$ cat src/rtl/core/lz4fbs_pkg.sv
`timescale 1ns / 1ps
// Shared constants and types for the LZ4 frame block splitter.
// No dependencies; imported by every module of the block.
package lz4fbs_pkg;

  localparam int POSITION_BITS_DEF = 32;
  localparam int Q_DEPTH           = 2;

  localparam int DATA_W     = 8;
  localparam int CFG_IDX_W  = 1;
  localparam int CFG_DATA_W = 8;
  localparam int LEN_W      = 31;
  localparam int FIELD_W    = 32;

  localparam logic [CFG_IDX_W-1:0] CFG_HEADER_SIZE = 1'd0;
  localparam logic [CFG_IDX_W-1:0] CFG_CHECKSUM_ON = 1'd1;

  localparam logic [CFG_DATA_W-1:0] HEADER_SIZE_RESET = 8'd7;

  typedef enum logic [4:0] {
    PH_HEADER  = 5'b00001,
    PH_SIZE    = 5'b00010,
    PH_CONTENT = 5'b00100,
    PH_CHECK   = 5'b01000,
    PH_DONE    = 5'b10000
  } phase_t;

endpackage

$ cat src/rtl/core/lz4fbs_front.sv
`timescale 1ns / 1ps
// Front end: accepts frame bytes, tags each with the saturating stream
// position that follows it and with its header flag. Depends on lz4fbs_pkg.
module lz4fbs_front #(
  parameter int POSITION_BITS = lz4fbs_pkg::POSITION_BITS_DEF
) (
  input  logic                             clk,
  input  logic                             rst_n,
  input  logic                             in_valid,
  output logic                             in_stall,
  input  logic [lz4fbs_pkg::DATA_W-1:0]    in_data_byte,
  input  logic [lz4fbs_pkg::CFG_DATA_W-1:0] header_size,
  input  logic                             q_full,
  output logic                             q_push,
  output logic [lz4fbs_pkg::DATA_W-1:0]    q_data_byte,
  output logic [POSITION_BITS-1:0]         q_pos_next,
  output logic                             q_in_hdr
);
  import lz4fbs_pkg::*;

  logic [POSITION_BITS-1:0] pos_r;
  logic [POSITION_BITS-1:0] pos_nxt;
  logic [POSITION_BITS-1:0] pos_inc;

  // position saturates at all ones
  assign pos_inc     = (pos_r == {POSITION_BITS{1'b1}}) ? pos_r : pos_r + 1'b1;
  assign in_stall    = q_full;
  assign q_push      = in_valid && !q_full;
  assign q_data_byte = in_data_byte;
  assign q_pos_next  = pos_inc;
  assign q_in_hdr    = pos_r < POSITION_BITS'(header_size);
  assign pos_nxt     = q_push ? pos_inc : pos_r;

  always_ff @(posedge clk) begin
    if (!rst_n) begin
      pos_r <= '0;
    end else begin
      pos_r <= pos_nxt;
    end
  end

endmodule

$ cat src/rtl/core/lz4fbs_queue.sv
`timescale 1ns / 1ps
// Small FIFO between the front end and the parser.
// Depends on lz4fbs_pkg for the default depth.
module lz4fbs_queue #(
  parameter int WIDTH = 8,
  parameter int DEPTH = lz4fbs_pkg::Q_DEPTH
) (
  input  logic             clk,
  input  logic             rst_n,
  input  logic             push,
  input  logic [WIDTH-1:0] din,
  input  logic             pop,
  output logic [WIDTH-1:0] dout,
  output logic             full,
  output logic             not_empty
);
  import lz4fbs_pkg::*;

  localparam int PTR_W = (DEPTH > 1) ? $clog2(DEPTH) : 1;
  localparam int CNT_W = $clog2(DEPTH + 1);

  logic [WIDTH-1:0] mem_r [DEPTH];
  logic [PTR_W-1:0] wr_ptr_r, wr_ptr_nxt;
  logic [PTR_W-1:0] rd_ptr_r, rd_ptr_nxt;
  logic [CNT_W-1:0] count_r, count_nxt;

  function automatic logic [PTR_W-1:0] ptr_inc(input logic [PTR_W-1:0] p);
    ptr_inc = (p == PTR_W'(DEPTH - 1)) ? '0 : p + 1'b1;
  endfunction

  assign full      = (count_r == CNT_W'(DEPTH));
  assign not_empty = (count_r != '0);
  assign dout      = mem_r[rd_ptr_r];

  always_comb begin
    wr_ptr_nxt = push ? ptr_inc(wr_ptr_r) : wr_ptr_r;
    rd_ptr_nxt = pop ? ptr_inc(rd_ptr_r) : rd_ptr_r;
    count_nxt  = count_r;
    if (push && !pop) begin
      count_nxt = count_r + 1'b1;
    end else if (pop && !push) begin
      count_nxt = count_r - 1'b1;
    end
  end

  always_ff @(posedge clk) begin
    if (push) begin
      mem_r[wr_ptr_r] <= din;
    end
  end

  always_ff @(posedge clk) begin
    if (!rst_n) begin
      wr_ptr_r <= '0;
      rd_ptr_r <= '0;
      count_r  <= '0;
    end else begin
      wr_ptr_r <= wr_ptr_nxt;
      rd_ptr_r <= rd_ptr_nxt;
      count_r  <= count_nxt;
    end
  end

  a_count_bound: assert property (@(posedge clk) disable iff (!rst_n)
    count_r <= CNT_W'(DEPTH)) else $error("queue count overflow");
  a_no_pop_empty: assert property (@(posedge clk) disable iff (!rst_n)
    pop |-> not_empty) else $error("pop from empty queue");
  a_no_push_full: assert property (@(posedge clk) disable iff (!rst_n)
    push |-> !full) else $error("push into full queue");

endmodule

$ cat src/rtl/core/lz4fbs_back.sv
`timescale 1ns / 1ps
// Parser: walks header, size word, content and checksum phases and
// holds the block record in the output register. Depends on lz4fbs_pkg.
module lz4fbs_back #(
  parameter int POSITION_BITS = lz4fbs_pkg::POSITION_BITS_DEF
) (
  input  logic                                clk,
  input  logic                                rst_n,
  input  logic                                q_not_empty,
  output logic                                q_pop,
  input  logic [lz4fbs_pkg::DATA_W-1:0]       q_data_byte,
  input  logic [POSITION_BITS-1:0]            q_pos_next,
  input  logic                                q_in_hdr,
  input  logic                                checksum_on,
  output logic                                out_valid,
  input  logic                                out_stall,
  output logic                                out_is_compressed,
  output logic [lz4fbs_pkg::FIELD_W-1:0]      out_block_start,
  output logic [lz4fbs_pkg::FIELD_W-1:0]      out_block_end,
  output logic                                out_is_end_mark
);
  import lz4fbs_pkg::*;

  localparam int SUM_W = ((POSITION_BITS > LEN_W) ? POSITION_BITS : LEN_W) + 1;
  localparam int EXT_W = (POSITION_BITS > FIELD_W) ? POSITION_BITS : FIELD_W;

  phase_t             phase_r, phase_nxt, eff_phase;
  logic [1:0]         idx_r, idx_nxt;
  logic [23:0]        sw_r, sw_nxt;
  logic [LEN_W-1:0]   rem_r, rem_nxt, rem_dec;
  logic [FIELD_W-1:0] full_word;
  logic [LEN_W-1:0]   len;
  logic [SUM_W-1:0]   end_sum;
  logic [POSITION_BITS-1:0] end_sat;

  logic                     pend_comp_r, pend_comp_nxt;
  logic [POSITION_BITS-1:0] pend_start_r, pend_start_nxt;
  logic [POSITION_BITS-1:0] pend_end_r, pend_end_nxt;

  logic emit, emit_end;
  logic out_valid_r, out_valid_nxt;
  logic out_comp_r, out_end_mark_r;
  logic [POSITION_BITS-1:0] out_start_r, out_end_r;
  logic [EXT_W-1:0] start_ext, end_ext;

  assign q_pop     = q_not_empty && (!out_valid_r || !out_stall);
  assign full_word = {q_data_byte, sw_r};
  assign len       = full_word[LEN_W-1:0];
  assign end_sum   = SUM_W'(q_pos_next) + SUM_W'(len);
  assign end_sat   = (end_sum > SUM_W'({POSITION_BITS{1'b1}})) ?
                     {POSITION_BITS{1'b1}} : end_sum[POSITION_BITS-1:0];
  assign rem_dec   = (rem_r != '0) ? rem_r - 1'b1 : rem_r;

  always_comb begin
    phase_nxt      = phase_r;
    idx_nxt        = idx_r;
    sw_nxt         = sw_r;
    rem_nxt        = rem_r;
    pend_comp_nxt  = pend_comp_r;
    pend_start_nxt = pend_start_r;
    pend_end_nxt   = pend_end_r;
    emit           = 1'b0;
    emit_end       = 1'b0;
    eff_phase      = phase_r;
    // header ends on the first byte at or past header_size
    if (phase_r == PH_HEADER && !q_in_hdr) begin
      eff_phase = PH_SIZE;
    end
    if (q_pop) begin
      unique case (eff_phase)
        PH_HEADER: begin
          phase_nxt = PH_HEADER;
        end
        PH_SIZE: begin
          phase_nxt = PH_SIZE;
          // idx is zero on the first size byte after the header
          case (phase_r == PH_HEADER ? 2'd0 : idx_r)
            2'd0: begin
              sw_nxt  = {16'd0, q_data_byte};
              idx_nxt = 2'd1;
            end
            2'd1: begin
              sw_nxt[15:8] = q_data_byte;
              idx_nxt      = 2'd2;
            end
            2'd2: begin
              sw_nxt[23:16] = q_data_byte;
              idx_nxt       = 2'd3;
            end
            default: begin
              idx_nxt        = 2'd0;
              pend_comp_nxt  = ~full_word[FIELD_W-1];
              pend_start_nxt = q_pos_next;
              pend_end_nxt   = end_sat;
              if (len == '0) begin
                phase_nxt = PH_DONE;
                emit      = 1'b1;
                emit_end  = 1'b1;
              end else begin
                rem_nxt   = len;
                phase_nxt = PH_CONTENT;
              end
            end
          endcase
        end
        PH_CONTENT: begin
          rem_nxt = rem_dec;
          if (rem_dec == '0) begin
            emit      = 1'b1;
            idx_nxt   = 2'd0;
            phase_nxt = checksum_on ? PH_CHECK : PH_SIZE;
          end
        end
        PH_CHECK: begin
          if (idx_r != 2'd3) begin
            idx_nxt = idx_r + 1'b1;
          end else begin
            idx_nxt   = 2'd0;
            phase_nxt = PH_SIZE;
          end
        end
        PH_DONE: begin
          phase_nxt = PH_DONE;
        end
        default: begin
          phase_nxt = PH_DONE;
        end
      endcase
    end
  end

  always_comb begin
    out_valid_nxt = out_valid_r;
    if (q_pop && emit) begin
      out_valid_nxt = 1'b1;
    end else if (out_valid_r && !out_stall) begin
      out_valid_nxt = 1'b0;
    end
  end

  always_ff @(posedge clk) begin
    if (!rst_n) begin
      phase_r     <= PH_HEADER;
      idx_r       <= 2'd0;
      out_valid_r <= 1'b0;
    end else begin
      phase_r     <= phase_nxt;
      idx_r       <= idx_nxt;
      out_valid_r <= out_valid_nxt;
    end
  end

  always_ff @(posedge clk) begin
    sw_r         <= sw_nxt;
    rem_r        <= rem_nxt;
    pend_comp_r  <= pend_comp_nxt;
    pend_start_r <= pend_start_nxt;
    pend_end_r   <= pend_end_nxt;
    if (q_pop && emit) begin
      out_comp_r     <= pend_comp_nxt;
      out_start_r    <= pend_start_nxt;
      out_end_r      <= pend_end_nxt;
      out_end_mark_r <= emit_end;
    end
  end

  assign start_ext         = EXT_W'(out_start_r);
  assign end_ext           = EXT_W'(out_end_r);
  assign out_valid         = out_valid_r;
  assign out_is_compressed = out_comp_r;
  assign out_block_start   = start_ext[FIELD_W-1:0];
  assign out_block_end     = end_ext[FIELD_W-1:0];
  assign out_is_end_mark   = out_end_mark_r;

  a_done_sticky: assert property (@(posedge clk) disable iff (!rst_n)
    phase_r == PH_DONE |=> phase_r == PH_DONE) else $error("left done phase");
  a_end_mark_empty: assert property (@(posedge clk) disable iff (!rst_n)
    out_valid_r && out_end_mark_r |-> out_start_r == out_end_r)
    else $error("end mark record not empty");
  a_content_left: assert property (@(posedge clk) disable iff (!rst_n)
    phase_r == PH_CONTENT |-> rem_r != '0) else $error("content phase with no bytes");
  a_no_emit_stalled: assert property (@(posedge clk) disable iff (!rst_n)
    out_valid_r && out_stall |-> !q_pop) else $error("parser ran over held record");

endmodule

$ cat src/rtl/core/lz4_frame_block_splitter_unit.sv
`timescale 1ns / 1ps
// LZ4 frame block splitter, top level. Instantiates lz4fbs_front,
// lz4fbs_queue and lz4fbs_back; depends on lz4fbs_pkg.
//
// Input channel: one frame byte per item on in_data_byte, in_valid/in_stall.
// Output channel: one block record per item (compressed flag, start and end
// stream positions, end mark flag) on out_*, out_valid/out_stall.
// Config: cfg_wr_en writes cfg_data into register cfg_index
// (0 = header byte count, 1 = block checksum present). Write only when idle.
// Throughput: one byte per cycle, sustained while out_stall stays low, set
// by the parser's single phase/counter update per byte. A record is
// registered: the byte that completes it is tagged and written into the
// FIFO when accepted, and the parser loads the output register when it
// pops that byte. A small FIFO parts the byte tagger from the parser.
// Reset (rst_n low, synchronous): position zero, header skip phase,
// header size 7, checksum off, queue and output register empty.
// When the receiver stalls, the record holds; the parser stops at the next
// byte and the queue fills, after which in_stall rises.
// After the end mark record, further bytes are accepted and dropped.
module lz4_frame_block_splitter_unit #(
  parameter int POSITION_BITS = lz4fbs_pkg::POSITION_BITS_DEF
) (
  input  logic                                clk,
  input  logic                                rst_n,
  input  logic                                in_valid,
  output logic                                in_stall,
  input  logic [lz4fbs_pkg::DATA_W-1:0]       in_data_byte,
  output logic                                out_valid,
  input  logic                                out_stall,
  output logic                                out_is_compressed,
  output logic [lz4fbs_pkg::FIELD_W-1:0]      out_block_start,
  output logic [lz4fbs_pkg::FIELD_W-1:0]      out_block_end,
  output logic                                out_is_end_mark,
  input  logic                                cfg_wr_en,
  input  logic [lz4fbs_pkg::CFG_IDX_W-1:0]    cfg_index,
  input  logic [lz4fbs_pkg::CFG_DATA_W-1:0]   cfg_data
);
  import lz4fbs_pkg::*;

  localparam int QW = DATA_W + POSITION_BITS + 1;

  logic [CFG_DATA_W-1:0] header_size_r, header_size_nxt;
  logic                  checksum_on_r, checksum_on_nxt;

  logic                     q_push, q_pop, q_full, q_not_empty;
  logic [DATA_W-1:0]        f_byte, b_byte;
  logic [POSITION_BITS-1:0] f_pos, b_pos;
  logic                     f_hdr, b_hdr;
  logic [QW-1:0]            q_dout;

  always_comb begin
    header_size_nxt = header_size_r;
    checksum_on_nxt = checksum_on_r;
    if (cfg_wr_en) begin
      unique case (cfg_index)
        CFG_HEADER_SIZE: header_size_nxt = cfg_data;
        CFG_CHECKSUM_ON: checksum_on_nxt = cfg_data[0];
        default: ;
      endcase
    end
  end

  always_ff @(posedge clk) begin
    if (!rst_n) begin
      header_size_r <= HEADER_SIZE_RESET;
      checksum_on_r <= 1'b0;
    end else begin
      header_size_r <= header_size_nxt;
      checksum_on_r <= checksum_on_nxt;
    end
  end

  lz4fbs_front #(.POSITION_BITS(POSITION_BITS)) u_front (
    .clk         (clk),
    .rst_n       (rst_n),
    .in_valid    (in_valid),
    .in_stall    (in_stall),
    .in_data_byte(in_data_byte),
    .header_size (header_size_r),
    .q_full      (q_full),
    .q_push      (q_push),
    .q_data_byte (f_byte),
    .q_pos_next  (f_pos),
    .q_in_hdr    (f_hdr)
  );

  lz4fbs_queue #(.WIDTH(QW), .DEPTH(Q_DEPTH)) u_queue (
    .clk      (clk),
    .rst_n    (rst_n),
    .push     (q_push),
    .din      ({f_byte, f_pos, f_hdr}),
    .pop      (q_pop),
    .dout     (q_dout),
    .full     (q_full),
    .not_empty(q_not_empty)
  );

  assign {b_byte, b_pos, b_hdr} = q_dout;

  lz4fbs_back #(.POSITION_BITS(POSITION_BITS)) u_back (
    .clk              (clk),
    .rst_n            (rst_n),
    .q_not_empty      (q_not_empty),
    .q_pop            (q_pop),
    .q_data_byte      (b_byte),
    .q_pos_next       (b_pos),
    .q_in_hdr         (b_hdr),
    .checksum_on      (checksum_on_r),
    .out_valid        (out_valid),
    .out_stall        (out_stall),
    .out_is_compressed(out_is_compressed),
    .out_block_start  (out_block_start),
    .out_block_end    (out_block_end),
    .out_is_end_mark  (out_is_end_mark)
  );

endmodule

$ cat config.mk
export PLATFORM = sky130hd
export DESIGN_NAME = lz4_frame_block_splitter_unit
export DESIGN_NICKNAME = d
export VERILOG_FILES = /design/src/rtl/core/lz4fbs_pkg.sv /design/src/rtl/core/lz4fbs_front.sv /design/src/rtl/core/lz4fbs_queue.sv /design/src/rtl/core/lz4fbs_back.sv /design/src/rtl/core/lz4_frame_block_splitter_unit.sv
export SDC_FILE = /design/constraint.sdc
export NUM_CORES = 1
export LEC_CHECK = 0
export ABC_AREA = 1
export BUFFER_PORTS_ARGS = -buffer_cell sky130_fd_sc_hd__buf_2
export CORE_ASPECT_RATIO = 1.1
export CORE_MARGIN = 10
export CORE_UTILIZATION = 30
export CTS_CLUSTER_DIAMETER = 40
export DETAILED_ROUTE_END_ITERATION = 10
export HOLD_SLACK_MARGIN = 0.12
export PLACE_DENSITY = 0.49
export SYNTH_ARGS = -nofsm -noshare
export SYNTH_HDL_FRONTEND = slang
export SYNTH_SLANG_ARGS = --single-unit
export TNS_END_PERCENT = 100
$ cat constraint.sdc
create_clock -name clk -period 5.3 [get_ports clk]
set_input_delay 0 -clock clk [delete_from_list [all_inputs] [get_ports clk]]
set_output_delay 0 -clock clk [all_outputs]
set_load 0.1 [all_outputs]
==> results of run 1 <==
-- logic make-up after synthesis --
| family | Yosys count | synth area share |
|---|---|---|
| muxes | 1 | 0.000643 |
| AOI/OAI and AO/OA | 276 | 0.101 |
| DFF | 322 | 0.545 |
| buffers and inverters | 238 | 0.0593 |
| adders and majority gates | 48 | 0.0391 |
| and+or+nand+nor | 792 | 0.218 |
| xor gates and xnor gates | 66 | 0.0371 |
-- state kept, by name, summed over array words and instances, names as in the netlist, named ones only --
signal and flops:
u_queue.mem_r 82, u_back.out_block_end 32, u_back.out_block_start 32, u_back.pend_end_r 32, u_back.pend_start_r 32, u_front.pos_r 32
u_back.rem_r 31, u_back.sw_r 24, header_size_r 8, u_back.phase_r 5, u_back.idx_r 2, u_queue.count_r 2
checksum_on_r 1, u_back.out_is_compressed 1, u_back.out_is_end_mark 1, u_back.out_valid 1, u_back.pend_comp_r 1, u_queue.rd_ptr_r 1
u_queue.wr_ptr_r 1
-- routing by layer --
metal	track usage	wire [um]	vias up
met5	0	0	-
li1	-	-	6128
met3	0.0240	2100	65
met2	0.239	21400	264
met1	0.187	20500	5633
met4	0.0579	1430	0
-- where the power goes --
| group | switching (mW) | internal [mW] |
|---|---|---|
| clock | 1.18 | 1.98 |
| sequential | 0.279 | 3.10 |
| combinational | 2.27 | 0.999 |
| total | 3.73 | 6.08 |
-- per-stage QoR --
step | util | instances | hold WS [ns]
finish | 0.366 | 2587 | 0.169
floorplan | - | 1743 | 0.0989
CTS | 0.366 | 2587 | 0.141
global placement | 0.327 | 2466 | 0.198
detailed placement | 0.327 | 2466 | 0.203
global route | 0.366 | 2587 | 0.162
-- synth_stat cells (6+ instances only) --
| cell type | instances |
|---|---|
| or2_2 | 9 |
| nor3_1 | 23 |
| nand3_1 | 71 |
| nor2_2 | 13 |
| nor2_1 | 160 |
| edfxtp_1 | 203 |
| a211oi_1 | 7 |
| xor2_1 | 43 |
| xnor2_1 | 23 |
| clkbuf_1 | 37 |
| a2bb2oi_1 | 14 |
| or2_1 | 7 |
| nand4_1 | 26 |
| ha_1 | 47 |
| nor4_1 | 14 |
| o21ai_0 | 95 |
| a21oi_1 | 97 |
| o22ai_1 | 12 |
| nand2_1 | 450 |
| o21a_1 | 8 |
| inv_2 | 6 |
| inv_1 | 186 |
| o21ai_1 | 16 |
| dfxtp_1 | 119 |
-- timing repair --
item | CTS | global route
buffers inserted | 0 | 0
hold buffers | 37 | 0
endpoints found under the hold margin | 39 | 0
-- worst max-delay path by stage --
stage | cells past startpoint | to | from
2_1_floorplan | 5 | u_back.rem_r[0] | u_back.out_valid
3_3_place_gp | 19 | u_back.out_block_end[26] | flop
3_5_place_dp | 16 | u_back.out_block_end[28] | flop
4_1_cts | 16 | u_back.out_block_end[28] | flop
5_1_grt | 17 | u_back.out_block_end[1] | flop
6_report | 19 | u_back.out_block_end[26] | flop
-- cell type report --
class / count / area, um^2
sequential: 322 / 8480
clock buffer: 52 / 1230
multi-input combinational: 1183 / 6210
tap: 667 / 835
inverter: 194 / 728
timing repair buffer: 137 / 898
clock inverter: 32 / 378
fill: 5259 / 32500
-- worst reg2reg max path, stage by stage (launching register included) --
cell,delay [ns]
dfxtp_1,0.64
inv_2,0.25
buf_4,0.29
nand2_1,0.09
nand2_1,0.07
ha_1,0.34
a21oi_1,0.16
nand2_1,0.11
a21oi_1,0.21
o21ai_1,0.15
a21boi_1,0.30
o21ai_1,0.15
nand2_1,0.08
nand2_1,0.12
nand2_1,0.09
nand2_1,0.34
nor2_1,0.20
nand2_1,0.08
o21ai_0,0.08
inv_1,0.08
==> flow_summary.json, run 1 <==
{
  "cts_made_buffers": 46,
  "worstPathCellList": "inv_2 > buf_4 > nand2_1 > nand2_1 > ha_1 > a21oi_1 > nand2_1 > a21oi_1 > o21ai_1 > a21boi_1 > o21ai_1 > nand2_1 > nand2_1 > nand2_1 > nand2_1 > nor2_1 > nand2_1 > o21ai_0 > inv_1",
  "path_delay_family": "simple AND/OR/NAND/NOR gates",
  "synth_edf_count": 203,
  "place_congestion": 0.861,
  "fmax_ghz": 0.246,
  "die_h_um": 259,
  "cts_tree": "done",
  "worst_pin_slew_ns": 1.03,
  "worstReg2RegEnd": "u_back.out_block_end[26]",
  "setup_violations": 0,
  "grt_pass1_wl_um": 70000,
  "end_kind": "flop",
  "syn_area_mm2": 0.0156,
  "rsz0062_at_grt": "false",
  "dpl_worst_slack_ns": 1.19,
  "cp_common_cell": "nand2_1",
  "detail-route-antenna-nets": 0,
  "cts_max_level": 2,
  "clockBufferDepth": 3,
  "hold_depth": 2,
  "synth_nets": 1813,
  "grt_pass1_vias": 12015,
  "min_period_ns": 4.07,
  "clock_sinks": 322,
  "syn_avg_cell_area_um2": 8.93,
  "crit_fanout": 23,
  "design_power_total_mw": 9.81,
  "ys_seq_area_frac": 0.545,
  "synthArstFlopShare": 0,
  "worstPathRequired_ns": 5.60,
  "drv_cap": 0,
  "power_density_mw_per_mm2": 523,
  "worst_slack_ns": 1.23,
  "grt_util_all_layers": 0.145,
  "io_pins": 90,
  "grt_max_degree": 67,
  "cts_resized": 0,
  "clock_latency_ns": 0.58,
  "synth_top_area_frac": 0.392,
  "synthTopCellsByArea": "edfxtp_1 (39%), dfxtp_1 (15%), nand2_1 (11%)",
  "coreArea_mm2": 0.0513,
  "worstHoldPathType": "in2reg",
  "wl_per_cell_um": 17.6,
  "final_cell_mix": "nand2_1 (449), edfxtp_1 (203), inv_1 (186), nor2_1 (158), dfxtp_1 (119)",
  "hold_violations": 0,
  "hold_path.startpoint": "in_data_byte[5]",
  "postSynthCellCount": 1743,
  "core.rowCount": 87,
  "dr.pass1.iters": 6,
  "io_buffers": 89,
  "r2r_cells": 19,
  "drc": 0,
  "ys_types": 55,
  "layout_commonest_cell": "nand2_1",
  "viasPerCell": 4.67,
  "status": "finished, final reports clean",
  "crit_buf_inv": 3,
  "layout-drive-gt1-share": 0.121,
  "via_count": 12090,
  "r2r_slack_ns": 1.23,
  "antenna_found_initial": 0,
  "synth_top_cell_by_area": "edfxtp_1",
  "ys.flop_type": "edfxtp_1",
  "leakage_nw": 8.07,
  "slew_headroom": 0.314,
  "initial_core_util": 0.304,
  "wl_um": 45400,
  "crit_slowest_cell": "dfxtp_1",
  "setup_tns_ns": 0,
  "grt.overflow.total": 0,
  "critPathLaunchType": "flop",
  "critical_path_class": "reg2reg",
  "yosysWarnings": 0,
  "fin_crit_sh": 0.768,
  "max_stage_delay_ns": 0.64,
  "whs_endpoint": "u_queue.mem_r[0][38]",
  "clk_root_buffer_cell": "clkbuf_16",
  "die_x_um": 237,
  "finalInstanceArea_mm2": 0.0188,
  "drt_first_iter_violations": 699,
  "finClkSkew_ns": 0.0227,
  "clkTransAtPathRegs_ns": 0.06,
  "cp.arrival_ns": 4.37,
  "drv_slew": 0,
  "area_growth_pct": 20.5,
  "irDropWorstVdd_mv": 0.232,
  "diodes": 0,
  "ys_ff_latch": 322,
  "dieArea_mm2": 0.0614,
  "placed_area_mm2": 0.0168,
  "nNetsFinal": 1954,
  "dp_hpwl_um": 34400
}
Power figures use the tool's default switching activity.
==> inputs of run 2 (changes only) <==
==> constraint.sdc (replaced) <==
create_clock -name clk -period 4.1 [get_ports clk]
set_input_delay 0 -clock clk [delete_from_list [all_inputs] [get_ports clk]]
set_output_delay 0 -clock clk [all_outputs]
set_load 0.1 [all_outputs]
==> flow_summary.json, run 2 (synthesis gave the netlist of run 1 again) <==
{
  "grt_util_met3": 0.0266,
  "cts_max_level": 2,
  "largest_register": "u_queue.mem_r",
  "leakage_nw": 8.13,
  "worstPathRequired_ns": 4.44,
  "layout-drive-gt1-share": 0.126,
  "dieArea_mm2": 0.0614,
  "worstHoldPathType": "in2reg",
  "multiInputGateArea_mm2": 0.00621,
  "r2r_slack_ns": 0.46,
  "die_h_um": 259,
  "drv_slew": 0,
  "dr.pass1.iters": 5,
  "place_congestion": 0.943,
  "core.rowCount": 87,
  "grt_util_all_layers": 0.146,
  "io_buffers": 89,
  "detail-route-antenna-nets": 0,
  "grt_pass1_wl_um": 71000,
  "use_met2": 0.251,
  "regArea_mm2": 0.00848,
  "clk_root_buffer_cell": "clkbuf_16",
  "fin_crit_sh": 0.889,
  "hold_slack_ns": 0.182,
  "irDropWorstVdd_mv": 0.289,
  "clkTransAtPathRegs_ns": 0.06,
  "die_x_um": 237,
  "power_density_mw_per_mm2": 671,
  "antenna_found_initial": 0,
  "largest_register_ff_count": 82,
  "nNetsFinal": 1969,
  "crit_fanout": 33,
  "grt_max_degree": 65,
  "finClkSkew_ns": 0.0251,
  "coreArea_mm2": 0.0513,
  "utilization": 0.368,
  "clock_sinks": 322,
  "viasPerCell": 4.73,
  "clockBufferDepth": 3,
  "io_pins": 90,
  "hold_path.startpoint": "in_data_byte[2]",
  "dpl_worst_slack_ns": 0.197,
  "layout_commonest_cell": "nand2_1",
  "wl_per_cell_um": 17.5,
  "gr-usage-met1": 0.183,
  "r2r_cells": 19,
  "min_period_ns": 3.64,
  "n_fill_cell": 5169,
  "whs_endpoint": "u_queue.mem_r[1][35]",
  "setup_tns_ns": 0,
  "diodes": 0,
  "hold_depth": 2,
  "busiest_layer": "met2",
  "cp.arrival_ns": 3.99,
  "critPathLaunchType": "flop",
  "worstReg2RegEnd": "u_back.out_block_end[26]",
  "drc": 0,
  "worst_pin_slew_ns": 1.16,
  "grt_pass1_vias": 12324,
  "hold_violations": 0,
  "drv_cap": 0,
  "drt_first_iter_violations": 853,
  "worst_slack_ns": 0.456,
  "area_growth_pct": 21.3,
  "setup_violations": 0,
  "final_cell_mix": "nand2_1 (449), edfxtp_1 (203), inv_1 (186), nor2_1 (158), dfxtp_1 (119)",
  "end_kind": "flop",
  "grt.overflow.total": 0,
  "dp_hpwl_um": 34900,
  "wl_um": 45600,
  "status": "finished, final reports clean",
  "initial_core_util": 0.304,
  "cts_made_buffers": 47,
  "critical_path_class": "reg2reg",
  "slew_headroom": 0.225,
  "fmax_ghz": 0.274,
  "clock_latency_ns": 0.59,
  "cts_tree": "done",
  "rsz0062_at_grt": "false",
  "via_count": 12309
}
[run 2: cell count changes in the layout (fill, tap and decap cells not counted), moves of 3 or more]
| cell | before | now |
|---|---|---|
| clkinv_2 | 7 | 4 |
| buf_12 | 0 | 3 |
| clkinv_4 | 5 | 2 |
| bufinv_16 | 6 | 3 |
| buf_4 | 11 | 19 |
[run 2: how the worst max path moves through the flow]
stage / end / slack, ns / cells after the start
after floorplan: u_back.out_block_end[0] / 0.34 / 16
after global placement: u_back.out_block_end[1] / 0.34 / 16
after detailed placement: u_back.out_block_end[27] / 0.20 / 14
after CTS: u_back.out_block_end[27] / 0.19 / 14
after global routing: u_back.out_block_end[26] / 0.05 / 19
final: u_back.out_block_end[26] / 0.46 / 19
[run 2: metal layers]
layer | vias to the layer above | wire length, um
met4 | 0 | 1180
li1 | 6175 | -
met1 | 5804 | 20300
met2 | 261 | 22100
met3 | 69 | 1980
met5 | - | 0
[run 2: metrics by stage]
stage / power, mW / instance area, um^2 / std cells
floorplan: 7.21 / 15600 / 1743
global placement: 8.63 / 16900 / 2476
detailed placement: 8.63 / 16900 / 2476
CTS: 12.7 / 18800 / 2602
global route: 13.4 / 18900 / 2604
finish: 12.7 / 18900 / 2604
[run 2: area by class of cell]
type | instances | area share
timing repair buffer | 151 | 0.0556
multi-input combinational | 1183 | 0.329
inverter | 194 | 0.0386
sequential | 322 | 0.449
clock buffer | 54 | 0.0653
tap | 667 | 0.0442
clock inverter | 33 | 0.0185
[run 2: where the power goes]
group	switching [mW]	internal [mW]
registers	0.348	4.01
clock network	1.62	2.41
logic	2.97	1.31
total	4.93	7.74
[run 2: critical path: stages (launching register included)]
cell and delay [ns]:
dfxtp_1 0.49, buf_4 0.41, nand2_1 0.09, nand2_1 0.11
ha_1 0.28, a21oi_1 0.16, nand2_1 0.10, a21oi_1 0.28
o21ai_2 0.13, a21boi_1 0.30, o21ai_1 0.14, nand2_1 0.07
nand2_1 0.14, nand2_1 0.10, nand2_1 0.08, buf_4 0.20
nor2_1 0.11, nand2_1 0.06, o21ai_0 0.06, inv_1 0.06
[run 2: repair_timing]
| action | CTS | global route |
|---|---|---|
| endpoints found under the hold margin | 42 | 0 |
| buffers inserted | 0 | 2 |
| gates resized for setup | 0 | 2 |
| hold buffers | 39 | 0 |
| endpoints found under the setup margin | 0 | 32 |
==> inputs of run 3 (changes only) <==
--- a/config.mk
+++ b/config.mk
@@ -8,12 +8,13 @@
 export ABC_AREA = 1
 export BUFFER_PORTS_ARGS = -buffer_cell sky130_fd_sc_hd__buf_2
 export CORE_ASPECT_RATIO = 1.1
-export CORE_MARGIN = 10
+export CORE_MARGIN = 3
 export CORE_UTILIZATION = 30
 export CTS_CLUSTER_DIAMETER = 40
 export DETAILED_ROUTE_END_ITERATION = 10
 export HOLD_SLACK_MARGIN = 0.12
 export PLACE_DENSITY = 0.49
+export RECOVER_POWER = 50
 export SYNTH_ARGS = -nofsm -noshare
 export SYNTH_HDL_FRONTEND = slang
 export SYNTH_SLANG_ARGS = --single-unit
==> flow_summary.json, run 3 (synthesis gave the netlist of run 1 again) <==
{
  "dr.pass1.iters": 7,
  "post_cts_buffers": 0,
  "end_kind": "flop",
  "cp.arrival_ns": 3.98,
  "core.rowCount": 86,
  "coreArea_mm2": 0.0507,
  "hold_slack_ns": 0.190,
  "pwr-share-comb": 0.328,
  "power_frac_clock": 0.332,
  "worstPathRequired_ns": 4.43,
  "cts_tree": "done",
  "worstHoldPathType": "in2reg",
  "design_power_total_mw": 12.8,
  "r2r_slack_ns": 0.45,
  "crit_slowest_cell": "dfxtp_1",
  "cp_common_cell": "nand2_1",
  "largest_register_ff_count": 82,
  "crit_fanout": 30,
  "hold_path.startpoint": "in_data_byte[6]",
  "die_h_um": 245,
  "fmax_ghz": 0.274,
  "viasPerCell": 4.77,
  "setup_violations": 0,
  "power_density_mw_per_mm2": 685,
  "drt_first_iter_violations": 819,
  "status": "finished, violations left",
  "grt_pass1_wl_um": 69700,
  "p_int_mw": 7.91,
  "largest_register": "u_queue.mem_r",
  "clockBufferDepth": 3,
  "grt_max_degree": 65,
  "area_growth_pct": 20.5,
  "initial_core_util": 0.307,
  "wl_per_cell_um": 17.1,
  "regArea_mm2": 0.00848,
  "cts_made_buffers": 49,
  "worst_pin_slew_ns": 2.54,
  "layout-drive-gt1-share": 0.0811,
  "swShare": 0.384,
  "critical_path_class": "reg2reg",
  "min_period_ns": 3.65,
  "leakage_nw": 7.80,
  "io_pins": 90,
  "utilization": 0.370,
  "finalInstanceArea_mm2": 0.0188,
  "clk_root_buffer_cell": "clkbuf_16",
  "clkTransAtPathRegs_ns": 0.05,
  "fin_crit_sh": 0.890,
  "worstPathCellList": "buf_4 > buf_4 > nand2_1 > nand2_1 > ha_1 > nand2_1 > inv_1 > a21oi_1 > o21ai_1 > a21boi_1 > o21ai_1 > nand2_1 > nand2_1 > nand2_1 > nand2_1 > nor2_1 > nand2_1 > o21ai_0 > inv_1",
  "multiInputGateArea_mm2": 0.00614,
  "hold_depth": 2,
  "r2r_cells": 19,
  "layout_commonest_cell": "nand2_1",
  "grt_util_all_layers": 0.162,
  "cts_resized": 0,
  "dieArea_mm2": 0.0547,
  "worstReg2RegEnd": "u_back.out_block_end[26]",
  "power_switching_mw": 4.93,
  "max_stage_delay_ns": 0.34,
  "detail-route-antenna-nets": 0,
  "n_fill_cell": 5121,
  "wl_um": 44500,
  "diodes": 0,
  "drv_cap": 2,
  "via_count": 12376,
  "grt.overflow.total": 0,
  "irDropWorstVdd_mv": 0.316,
  "die_x_um": 223,
  "final_cell_mix": "nand2_1 (449), edfxtp_1 (203), inv_1 (186), nor2_1 (162), dfxtp_1 (119)",
  "place_congestion": 0.947,
  "whs_endpoint": "u_queue.mem_r[1][39]",
  "drv_slew": 59,
  "dp_hpwl_um": 33600,
  "placed_area_mm2": 0.0168,
  "clock_sinks": 322,
  "seqPwrFrac": 0.339,
  "crit_buf_inv": 4,
  "hold_violations": 0,
  "rsz0062_at_grt": "false",
  "io_buffers": 89,
  "path_delay_family": "simple AND/OR/NAND/NOR gates",
  "finClkSkew_ns": 0.0177,
  "drc": 0,
  "antenna_found_initial": 0,
  "slew_headroom": -0.697,
  "grt_pass1_vias": 12348,
  "clock_latency_ns": 0.58,
  "setup_tns_ns": 0,
  "critPathLaunchType": "flop",
  "cts_max_level": 2,
  "failed_checks": "max-capacitance violations, max-slew violations",
  "nNetsFinal": 1964
}
run 3: changes by cell type in the layout (fill, tap and decap cells not counted), sizes merged:
| cell | before | now |
|---|---|---|
| bufinv | 3 | 4 |
| buf | 112 | 26 |
| clkbuf | 54 | 137 |
| clkinv | 11 | 13 |
| inv | 206 | 207 |
| dlygate4sd3 | 39 | 38 |
| clkinvlp | 7 | 5 |
run 3: what timing repair did:
action / 4_1_cts / 5_1_grt
endpoints found under the hold margin: 42 / 0
hold buffers: 38 / 0
setup endpoints to repair: 0 / 0
run 3: power by group through the flow:
| stage | Combinational (mW) | Sequential [mW] | Clock [mW] |
|---|---|---|---|
| 5_1_grt | 4.75 | 4.39 | 4.52 |
| 4_1_cts | 4.24 | 4.36 | 4.37 |
| 6_report | 4.22 | 4.36 | 4.27 |
| 2_1_floorplan | 2.92 | 4.29 | 0 |
| 3_3_place_gp | 4.19 | 4.42 | 0 |
| 3_5_place_dp | 4.19 | 4.42 | 0 |
run 3: metal layers:
layer,share of wire,up-vias,wire length (um),GRT usage
li1,-,6171,-,-
met1,0.45,5813,20100,0.210
met2,0.46,299,20600,0.268
met3,0.046,93,2060,0.0303
met4,0.039,0,1730,0.0649
met5,0,-,0,0
run 3: worst max-delay path by stage:
stage	startpoint	to	slack (ns)	cells past startpoint
5_1_grt	flop	u_back.out_block_end[26]	0.07	19
3_5_place_dp	flop	u_back.out_block_end[28]	0.41	14
4_1_cts	flop	u_back.out_block_end[28]	0.42	14
2_1_floorplan	u_back.rem_r[0]	u_back.out_block_end[0]	0.34	16
6_report	flop	u_back.out_block_end[26]	0.45	19
3_3_place_gp	flop	u_back.out_block_end[26]	0.55	19
run 3: layout make-up:
type	count	area share
clock buffers	57	0.0691
clock inverters	35	0.0223
inverters	194	0.0388
multi-input cells	1183	0.327
flip-flops and latches	322	0.452
well taps	660	0.0440
repair buffers	144	0.0464
run 3: through the flow:
step	setup WS (ns)	cells
6_report	0.451	2595
4_1_cts	0.421	2595
3_3_place_gp	0.546	2465
5_1_grt	0.0737	2595
2_1_floorplan	0.344	1743
3_5_place_dp	0.411	2465
